`config.mk`:
```
export PLATFORM = sky130hd
export DESIGN_NAME = cyrillic_codepage_to_utf8
export DESIGN_NICKNAME = d
export VERILOG_FILES = /design/src/rtl/ccp2u_pkg.sv /design/src/rtl/ccp2u_enc.sv /design/src/rtl/cyrillic_codepage_to_utf8.sv
export SDC_FILE = /design/constraint.sdc
export NUM_CORES = 1
export LEC_CHECK = 0
export ABC_AREA = 1
export BUFFER_PORTS_ARGS = -buffer_cell sky130_fd_sc_hd__buf_2
export CAP_MARGIN = 20
export CORE_ASPECT_RATIO = 1.1
export CORE_UTILIZATION = 53
export CTS_CLUSTER_SIZE = 40
export DETAILED_ROUTE_END_ITERATION = 6
export PLACE_DENSITY_LB_ADDON = 0.12
export REMOVE_ABC_BUFFERS = 1
export SETUP_SLACK_MARGIN = 0.2
export SYNTH_ARGS = -nofsm -noshare
export SYNTH_HDL_FRONTEND = slang
export SYNTH_SLANG_ARGS = --single-unit
```
`constraint.sdc`:
```
create_clock -name aclk -period 2.1 [get_ports aclk]
set_clock_uncertainty 0.05 [all_clocks]
set_input_delay 0.21 -clock aclk [delete_from_list [all_inputs] [get_ports aclk]]
set_output_delay 0.21 -clock aclk [all_outputs]
set_load 0.05 [all_outputs]
```
`src/rtl/ccp2u_pkg.sv`:
```
// Package: shared types, code page selectors and lookup table for the code page transcoder.
`default_nettype none

package ccp2u_pkg;

    // Code page selector values
    localparam logic [1:0] CP_WIN1251 = 2'd0;
    localparam logic [1:0] CP_KOI8R   = 2'd1;
    localparam logic [1:0] CP_ISO8859 = 2'd2;

    // Byte and code point constants
    localparam logic [7:0]  UNDERSCORE    = 8'd95;
    localparam logic [15:0] CP_CAP_A      = 16'd1040;  // U+0410
    localparam logic [15:0] CP_CAP_IO     = 16'd1025;  // U+0401
    localparam logic [15:0] CP_SMALL_IO   = 16'd1105;  // U+0451
    localparam logic [15:0] CP_LOW_QUOTE  = 16'd8222;  // U+201E
    localparam logic [15:0] CP_LEFT_QUOTE = 16'd8220;  // U+201C
    localparam logic [15:0] CP_RIGHT_QUOTE = 16'd8221; // U+201D
    localparam logic [15:0] CP_NUMERO     = 16'd8470;  // U+2116
    localparam logic [15:0] CP_RAQUO      = 16'd187;   // U+00BB
    localparam logic [15:0] CP_TWO_BYTE_LIMIT = 16'h0800;

    // KOI8-R letters for bytes 0xC0..0xFF (all below U+0800, 11 bits)
    localparam logic [10:0] KOI_LETTERS [0:63] = '{
        11'h44E, 11'h430, 11'h431, 11'h446, 11'h434, 11'h435, 11'h444, 11'h433,
        11'h445, 11'h438, 11'h439, 11'h43A, 11'h43B, 11'h43C, 11'h43D, 11'h43E,
        11'h43F, 11'h44F, 11'h440, 11'h441, 11'h442, 11'h443, 11'h436, 11'h432,
        11'h44C, 11'h44B, 11'h437, 11'h448, 11'h44D, 11'h449, 11'h447, 11'h44A,
        11'h42E, 11'h410, 11'h411, 11'h426, 11'h414, 11'h415, 11'h424, 11'h413,
        11'h425, 11'h418, 11'h419, 11'h41A, 11'h41B, 11'h41C, 11'h41D, 11'h41E,
        11'h41F, 11'h42F, 11'h420, 11'h421, 11'h422, 11'h423, 11'h416, 11'h412,
        11'h42C, 11'h42B, 11'h417, 11'h428, 11'h42D, 11'h429, 11'h427, 11'h42A
    };

    // Encoded UTF-8 sequence for one source byte; bytes[0] goes out first
    typedef struct packed {
        logic [2:0][7:0] bytes;
        logic [1:0]      len;
    } utf8_seq_t;

endpackage : ccp2u_pkg

`default_nettype wire

```
`src/rtl/ccp2u_enc.sv`:
```
// Encoder: maps one code page byte to its Unicode code point and UTF-8 byte sequence.
`default_nettype none

module ccp2u_enc (
    input  wire logic [7:0]          in_byte,
    input  wire logic [1:0]          code_page,
    output ccp2u_pkg::utf8_seq_t     seq
);
    import ccp2u_pkg::*;

    logic [15:0] cp;
    logic [7:0]  iso_ofs;

    assign iso_ofs = in_byte - 8'd176;

    // Code point lookup, zero when the byte has no mapping
    always_comb begin
        cp = '0;
        unique case (code_page)
            CP_WIN1251: begin
                if (in_byte >= 8'd192) begin
                    cp = CP_CAP_A + {10'd0, in_byte[5:0]};
                end else begin
                    unique case (in_byte)
                        8'h84:   cp = CP_LOW_QUOTE;
                        8'h93:   cp = CP_LEFT_QUOTE;
                        8'h94:   cp = CP_RIGHT_QUOTE;
                        8'hA8:   cp = CP_CAP_IO;
                        8'hB8:   cp = CP_SMALL_IO;
                        8'hB9:   cp = CP_NUMERO;
                        8'hBB:   cp = CP_RAQUO;
                        default: cp = '0;
                    endcase
                end
            end
            CP_KOI8R: begin
                priority if (in_byte >= 8'd192) begin
                    cp = {5'd0, KOI_LETTERS[in_byte[5:0]]};
                end else if (in_byte == 8'hA3) begin
                    cp = CP_SMALL_IO;
                end else if (in_byte == 8'hB3) begin
                    cp = CP_CAP_IO;
                end else begin
                    cp = '0;
                end
            end
            CP_ISO8859: begin
                priority if (in_byte >= 8'd176 && in_byte <= 8'd239) begin
                    cp = CP_CAP_A + {10'd0, iso_ofs[5:0]};
                end else if (in_byte == 8'hA1) begin
                    cp = CP_CAP_IO;
                end else if (in_byte == 8'hF1) begin
                    cp = CP_SMALL_IO;
                end else begin
                    cp = '0;
                end
            end
            default: cp = '0;  // selector with no meaning: nothing mapped
        endcase
    end

    // UTF-8 packing
    always_comb begin
        seq.bytes = '0;
        seq.len   = 2'd1;
        priority if (!in_byte[7]) begin
            seq.bytes[0] = in_byte;
        end else if (cp == '0) begin
            seq.bytes[0] = UNDERSCORE;
        end else if (cp < CP_TWO_BYTE_LIMIT) begin
            seq.bytes[0] = {3'b110, cp[10:6]};
            seq.bytes[1] = {2'b10, cp[5:0]};
            seq.len      = 2'd2;
        end else begin
            seq.bytes[0] = {4'b1110, cp[15:12]};
            seq.bytes[1] = {2'b10, cp[11:6]};
            seq.bytes[2] = {2'b10, cp[5:0]};
            seq.len      = 2'd3;
        end
    end

endmodule : ccp2u_enc

`default_nettype wire

```
`src/rtl/cyrillic_codepage_to_utf8.sv`:
```
// Top level: Cyrillic single-byte code page to UTF-8 transcoder with stream ports.
`default_nettype none

// Transcodes a byte stream in Windows-1251, KOI8-R or ISO-8859-5 (selected by the
// 2-bit code page register) into UTF-8, one output byte per result request, with
// tlast marking the final byte of each character. Bytes 0..127 and unmapped high
// bytes (sent as an underscore) give one UTF-8 byte, Cyrillic letters two, and the
// typographic marks of Windows-1251 three; the one-byte result port, fed from a
// sequence register that drains one byte per cycle while the result side is ready,
// sets the rate. A new byte is taken in the cycle the previous character's last byte
// moves to the output register; bytes pass the sequence and then the output register.
// The code page register may only be written while no character is in flight.
module cyrillic_codepage_to_utf8 (
    input  wire logic       aclk,
    input  wire logic       aresetn,
    // Configuration write channel
    input  wire logic       cfg_valid,
    output logic            cfg_ready,
    input  wire logic [1:0] cfg_data,    // code_page
    // Input stream
    input  wire logic       s_tvalid,
    output logic            s_tready,
    input  wire logic [7:0] s_tdata,     // [7:0] in_byte
    // Result stream
    output logic            m_tvalid,
    input  wire logic       m_tready,
    output logic [7:0]      m_tdata,     // [7:0] out_byte
    output logic            m_tlast      // last
);
    import ccp2u_pkg::*;

    logic [1:0]      code_page_reg;
    utf8_seq_t       enc_seq;
    logic [2:0][7:0] seq_bytes_reg;
    logic [1:0]      seq_cnt_reg;
    logic            m_tvalid_reg;
    logic [7:0]      m_tdata_reg;
    logic            m_tlast_reg;
    logic            out_load;
    logic            s_accept;

    // Configuration register, always ready
    assign cfg_ready = 1'b1;

    always_ff @(posedge aclk) begin
        if (!aresetn) begin
            code_page_reg <= CP_WIN1251;
        end else if (cfg_valid) begin
            code_page_reg <= cfg_data;
        end
    end

    // Lookup and UTF-8 packing
    ccp2u_enc u_enc (
        .in_byte   (s_tdata),
        .code_page (code_page_reg),
        .seq       (enc_seq)
    );

    // Handshake control
    assign out_load = !m_tvalid_reg || m_tready;
    assign s_tready = (seq_cnt_reg == 2'd0) || (seq_cnt_reg == 2'd1 && out_load);
    assign s_accept = s_tvalid && s_tready;

    // Sequence register: holds the bytes still to be sent for one character
    always_ff @(posedge aclk) begin
        if (!aresetn) begin
            seq_cnt_reg <= 2'd0;
        end else if (s_accept) begin
            seq_cnt_reg <= enc_seq.len;
        end else if (out_load && seq_cnt_reg != 2'd0) begin
            seq_cnt_reg <= seq_cnt_reg - 2'd1;
        end
    end

    always_ff @(posedge aclk) begin
        if (s_accept) begin
            seq_bytes_reg <= enc_seq.bytes;
        end else if (out_load) begin
            seq_bytes_reg <= {8'h00, seq_bytes_reg[2], seq_bytes_reg[1]};
        end
    end

    // Output register
    always_ff @(posedge aclk) begin
        if (!aresetn) begin
            m_tvalid_reg <= 1'b0;
        end else if (out_load) begin
            m_tvalid_reg <= (seq_cnt_reg != 2'd0);
        end
    end

    always_ff @(posedge aclk) begin
        if (out_load) begin
            m_tdata_reg <= seq_bytes_reg[0];
            m_tlast_reg <= (seq_cnt_reg == 2'd1);
        end
    end

    assign m_tvalid = m_tvalid_reg;
    assign m_tdata  = m_tdata_reg;
    assign m_tlast  = m_tlast_reg;

`ifndef NO_ASSERTIONS
    // No new request while more than one byte of the current character remains
    a_no_accept_mid_seq: assert property (@(posedge aclk) disable iff (!aresetn)
        (seq_cnt_reg == 2'd2 || seq_cnt_reg == 2'd3) |-> !s_tready)
        else $error("input accepted with a multi-byte sequence pending");

    // A plain ASCII byte yields exactly one pending byte
    a_ascii_single: assert property (@(posedge aclk) disable iff (!aresetn)
        (s_tvalid && s_tready && !s_tdata[7]) |=> (seq_cnt_reg == 2'd1))
        else $error("ASCII byte did not load a one-byte sequence");

    // The final pending byte leaves with tlast set
    a_last_marks_end: assert property (@(posedge aclk) disable iff (!aresetn)
        (out_load && seq_cnt_reg == 2'd1) |=> (m_tvalid && m_tlast))
        else $error("final byte of a character sent without tlast");

    // A byte leaving while more remain carries no tlast
    a_mid_not_last: assert property (@(posedge aclk) disable iff (!aresetn)
        (out_load && (seq_cnt_reg == 2'd2 || seq_cnt_reg == 2'd3)) |=> (m_tvalid && !m_tlast))
        else $error("tlast set on a byte that is not the last one");
`endif

endmodule : cyrillic_codepage_to_utf8

`default_nettype wire

```
# Yosys cells after proc, flatten, opt, wreduce, memory -nomap -nowiden
# Memory sizes are Yosys's and may differ from the RTL's.
# Index checks and enable logic that the tools add are counted.
# op_classes
n_addsub	4
magnitude_cmp	5
eq_ne	14
muxes	23
n_bitwise	1
reduce_logical	13
# op_table
op	count
2-to-1 mux 16 bit	8
case mux 14 bit (7 select lines)	1
equality test 8 bit (second input constant)	11
2-to-1 mux 24 bit	2
case mux 16 bit (3 select lines)	1
2-to-1 mux 11 bit	4
adder 11 x 6 -> 12 bit (first input constant)	2
2-to-1 mux 8 bit	3
>= comparator 8 bit (second input constant)	2
zero test 16 bit	1
less-than comparator 16 x 12 -> 1 bit (second input constant)	1
<= comparator 8 bit (second input constant)	1
2-to-1 mux 2 bit	4
>= comparator 7 bit (second input constant)	1
inverter 6 -> 7 bit	1
nonzero test 2 bit	3
subtractor 6 bit (second input constant)	1
equality test 2 x 1 -> 1 bit (second input constant)	2
logical AND 1 bit	4
zero test 2 bit	2
equality test 2 bit (second input constant)	1
logical OR 1 bit	2
subtractor 2 x 1 -> 2 bit (second input constant)	1
zero test 1 bit	1
# word_totals
register_bits	38
romBits	704
output_inout_bits	12
elab_cells	69
mem_count	1
# mem_list
name	depth	width	read_ports	rd_clocked_by_memory_dff	wr	line_no	source
(no name shown)	64	11	1	0	0	ccp2u_enc.sv:38	cp = {5'd0, KOI_LETTERS[in_byte[5:0]]};

# Depth between registers and ports, before layout
# logic_depth
depth_word	11
ltp_mapped	15

# Hierarchy
# From an unflattened synthesis, not the netlist that was laid out.
# hier_totals
cells_unflattened	385
area_unflattened_um2	2970.3
# modules_own_cells
module	instances	cells_per_inst	area_each_um2
cyrillic_codepage_to_utf8	1	147	1590.3
ccp2u_enc	1	238	1380.1

# Worst setup path after synthesis
# No wires, ideal clock.
# synth_path
path_type	register to register
startpoint	register m_tvalid_reg (netlist: m_tvalid)
endpoint	register seq_bytes_reg[0] in the netlist's numbering (enable)
setup_ns	0.473
arrival_ns	2.497
t_required_ns	1.577
setup_slack_ns	-0.921
path_stages_with_launch	7
period_less_slack_ns	3.021
cell_sequence	dfxtp_1 > nand2_1 > nand2_1 > nand2_1 > nand2_2 > clkbuf_1 > nand3_1
# synth_via
elab_chain_cells	6
# synth_rtl
element	line_no	source
from (decl)	cyrillic_codepage_to_utf8.sv:36	logic m_tvalid_reg;
from (signal assigned)	cyrillic_codepage_to_utf8.sv:89	m_tvalid_reg <= (seq_cnt_reg != 2'd0);
zero test 1 bit	cyrillic_codepage_to_utf8.sv:61	assign out_load = !m_tvalid_reg || m_tready;
logical OR 1 bit	cyrillic_codepage_to_utf8.sv:61	
named net out_load	cyrillic_codepage_to_utf8.sv:39	logic out_load;
logical AND 1 bit	cyrillic_codepage_to_utf8.sv:62	assign s_tready = (seq_cnt_reg == 2'd0) || (seq_cnt_reg == 2'd1 && out_load);
logical OR 1 bit	cyrillic_codepage_to_utf8.sv:62	
named net s_tready	cyrillic_codepage_to_utf8.sv:22	output logic s_tready,
logical AND 1 bit	cyrillic_codepage_to_utf8.sv:63	assign s_accept = s_tvalid && s_tready;
nonzero test 2 bit (no line)	n/a	
to (signal assigned)	cyrillic_codepage_to_utf8.sv:78	seq_bytes_reg <= enc_seq.bytes;
to (signal assigned)	cyrillic_codepage_to_utf8.sv:80	seq_bytes_reg <= {8'h00, seq_bytes_reg[2], seq_bytes_reg[1]};
to (decl)	cyrillic_codepage_to_utf8.sv:34	logic [2:0][7:0] seq_bytes_reg;
# The timed path passes the listed nets, and every way through them passes these cells.
# A chain may end at the register's enable or synchronous reset.

# Worst setup path in the final report
# layout_path
startpoint	register seq_cnt_reg[0]
endpoint	register seq_bytes_reg[1] in the netlist's numbering (data pin)
# layout_via
elab_chain_cells	5
# layout_rtl
element	line_no	source
from (decl)	cyrillic_codepage_to_utf8.sv:35	logic [1:0] seq_cnt_reg;
from (signal assigned)	cyrillic_codepage_to_utf8.sv:70	seq_cnt_reg <= enc_seq.len;
from (signal assigned)	cyrillic_codepage_to_utf8.sv:72	seq_cnt_reg <= seq_cnt_reg - 2'd1;
equality test 2 x 1 -> 1 bit	cyrillic_codepage_to_utf8.sv:62	
logical AND 1 bit	cyrillic_codepage_to_utf8.sv:62	
logical OR 1 bit (*)	cyrillic_codepage_to_utf8.sv:62	
logical AND 1 bit (*)	cyrillic_codepage_to_utf8.sv:63	
2-to-1 mux 24 bit (*)	cyrillic_codepage_to_utf8.sv:77	if (s_accept) begin
# Every way passes the cells marked *; elsewhere a longest branch is shown, timed or not.

==> run metrics <==
outcome=complete, no violations; # rows=25; Crit. End Element=register; mux cell area share after synthesis=0; Area growth syn-to-layout=12.3%; GRT Overall Usage=0.259; sequential share of the synthesized area=0.409; Distinct cells, synth=37; DRC viols=0; share of cells above drive strength 1=0.220; yosys synthesis warning count=0; crit path from=seq_cnt_reg[0]$_SDFFE_PN0P_; initial DRC count=140; detailed-route via count=2264; TritonCTS Buffers=5; io pins=27; setup bufs post-CTS=0; Final Hold Viols=0; crit path launch type=register; most frequent cells after synthesis=nand2_1 (81), inv_1 (36), nand3_1 (35), edfxtp_1 (31); router iterations before antenna repair=4; pwr/cell area=961 nW/um^2; post-synthesis cell area=~2500 um^2; drt wl/cell=14.2 um; vias in the first global route=2112; clk root buf=clkbuf_8; cts hold-fix bufs=0; static leakage=1.39 nW; grt total ovfl=0; Power Total=about 2.7 mW; Synth Instances=approximately 320; Req. time, crit path=2.07 ns; CTS tree=yes; Post-Synth XOR/XNOR Area=0.00348; top-area cell type share of the netlist area=0.369; RSZ-0062 raised after global routing=yes; first-pass GRT wire length=9540 um; r2r setup slk=0.33 ns; initial antenna violation count=0; Max Clk Rate=about 570 MHz; crit path kind=reg -> reg; syn_area_per_cell=~7.9 um^2; Worst R2R End=seq_bytes_reg[1]$_DFFE_PP_; dpl ws=0.0173 ns; ys async rst share=0; Synth Flop Type=edfxtp_1; CTS resizes=0; routability cong.=0.936; final-report setup violation count=0; H-tree lvl count=2; maximum root-to-sink buffer count=2; Die Y=74.3 um; Core Area=4440 um^2; most common cell in the synthesized netlist=nand2_1; number of synthesized flops with an enable pin=31; max reg flops=22; Synth Area in Adders=0.0645; ant diodes=0; R2R cell count=9; Detailed Place HPWL=4650 um; Min-Delay Path Class=in -> reg; min Tclk post-route=1.77 ns; vias per std cell=5.55; worst vdd ir=453 uV; clock sink count=36; Nets=381; area share of and/or/nand/nor cells after synthesis=0.321; CP arrival=between 1.5 and 2 ns; Die ar.=5030 um^2; Worst setup endpoint=seq_bytes_reg[1]$_DFFE_PP_; FF+latch count, synth=36; MaxCap Viol Count=0; post-route cell area=2830 um^2; drt total wl=5810 um; worst skew pair latency=0.28 ns; critical path fanouts, max=23; final cycle utilization of the critical path=0.843; clk slew on worst S/H paths=0.07 ns; Routed Antenna Nets=0; die width=67.7 um; Initial Util=0.567; Synth Area in Compound Gates=0.110; cell taking the most area after synthesis=edfxtp_1; combinational family with the most area after synthesis=simple AND/OR/NAND/NOR gates; largest cells by area after synthesis=edfxtp_1 (37%), nand2_1 (12%), nand3_1 (7.0%); largest net degree at the start of global routing=24; Hold Crit Depth=3; DP Area=2740 um^2; Final WS setup=0.331 ns; Slew Viols, Final=0; worst r2r src=seq_cnt_reg[0]$_SDFFE_PN0P_; port bufs=25
## worst max-delay path: stages (launching register included)
cell     delay [ns]
dfxtp_1        0.40
inv_1          0.07
ha_1           0.21
inv_1          0.07
nand2_1        0.07
nand2_2        0.10
buf_6          0.20
inv_1          0.12
o21ai_0        0.09
o21ai_0        0.13
## cell type report
type | instances | area (um^2)
Fill cell | 402 | 1610
Multi-Input combinational cell | 229 | 1260
Sequential cell | 36 | 1030
Timing Repair Buffer | 35 | 204
Inverter | 46 | 179
Clock buffer | 5 | 68.8
Tap cell | 54 | 67.6
Clock inverter | 3 | 17.5
## metrics by stage
step	setup TNS, ns	cells	utilization	hold WS (ns)
after detailed placement	0	400	0.616	0.355
after global routing	0	408	0.637	0.166
after CTS	0	408	0.636	0.149
after global placement	0	400	0.616	0.351
final	0	408	0.637	0.146
after floorplan	-27.15	311	-	0.298
## metal layers
layer  vias to the layer above  global-route usage  routed length [um]
met5                         -                   0                   0
met4                         0               0.147                 271
met3                        25              0.0475                 381
met2                        84               0.425                2700
met1                      1028               0.317                2460
li1                       1127                   -                   -
## report_power, final
part	total (mW)	switching (mW)	internal (mW)	leakage [nW]
Clock	0.477	0.246	0.231	0.0460
Sequential	1.17	0.0739	1.10	0.397
Combinational	1.07	0.807	0.265	0.951
## placed cells by master, fill, tap and decap left out, drive strengths merged
| cell type | n |
|---|---|
| ha | 13 |
| or2 | 1 |
| nand2 | 91 |
| inv | 45 |
| o311ai | 1 |
| buf | 35 |
| conb | 1 |
| o2111ai | 1 |
| o21ai | 21 |
| a21boi | 1 |
| dfxtp | 5 |
| xnor2 | 1 |
| nand3b | 2 |
| nor3 | 1 |
| clkinv | 4 |
| nor2 | 27 |
| nand4 | 5 |
| a211oi | 1 |
| clkbuf | 5 |
| a21oi | 18 |
| nand3 | 38 |
| edfxtp | 31 |
| o211ai | 6 |
## cells by family after synthesis
| family | count (synthesis) |
|---|---|
| XOR/XNOR | 1 |
| buffers and inverters | 53 |
| AND/OR/NAND/NOR | 165 |
| flip-flops | 36 |
| AO/OA/AOI/OAI | 49 |
| other | 1 |
| adder cells (fa/ha/maj) | 13 |
## worst min path at each step
stage / start / end / slack [ns]
after floorplan: aresetn / code_page_reg[0]$_SDFFE_PN0P_ / 0.30
after CTS: cfg_valid / code_page_reg[0]$_SDFFE_PN0P_ / 0.15
final: cfg_valid / code_page_reg[0]$_SDFFE_PN0P_ / 0.15
after detailed placement: seq_bytes_reg[3]$_DFFE_PP_ / m_tdata[3]$_DFFE_PN_ / 0.35
after global placement: seq_bytes_reg[0]$_DFFE_PP_ / m_tdata[0]$_DFFE_PN_ / 0.35
after global routing: aresetn / code_page_reg[0]$_SDFFE_PN0P_ / 0.17
Power figures use the tool's default switching activity.
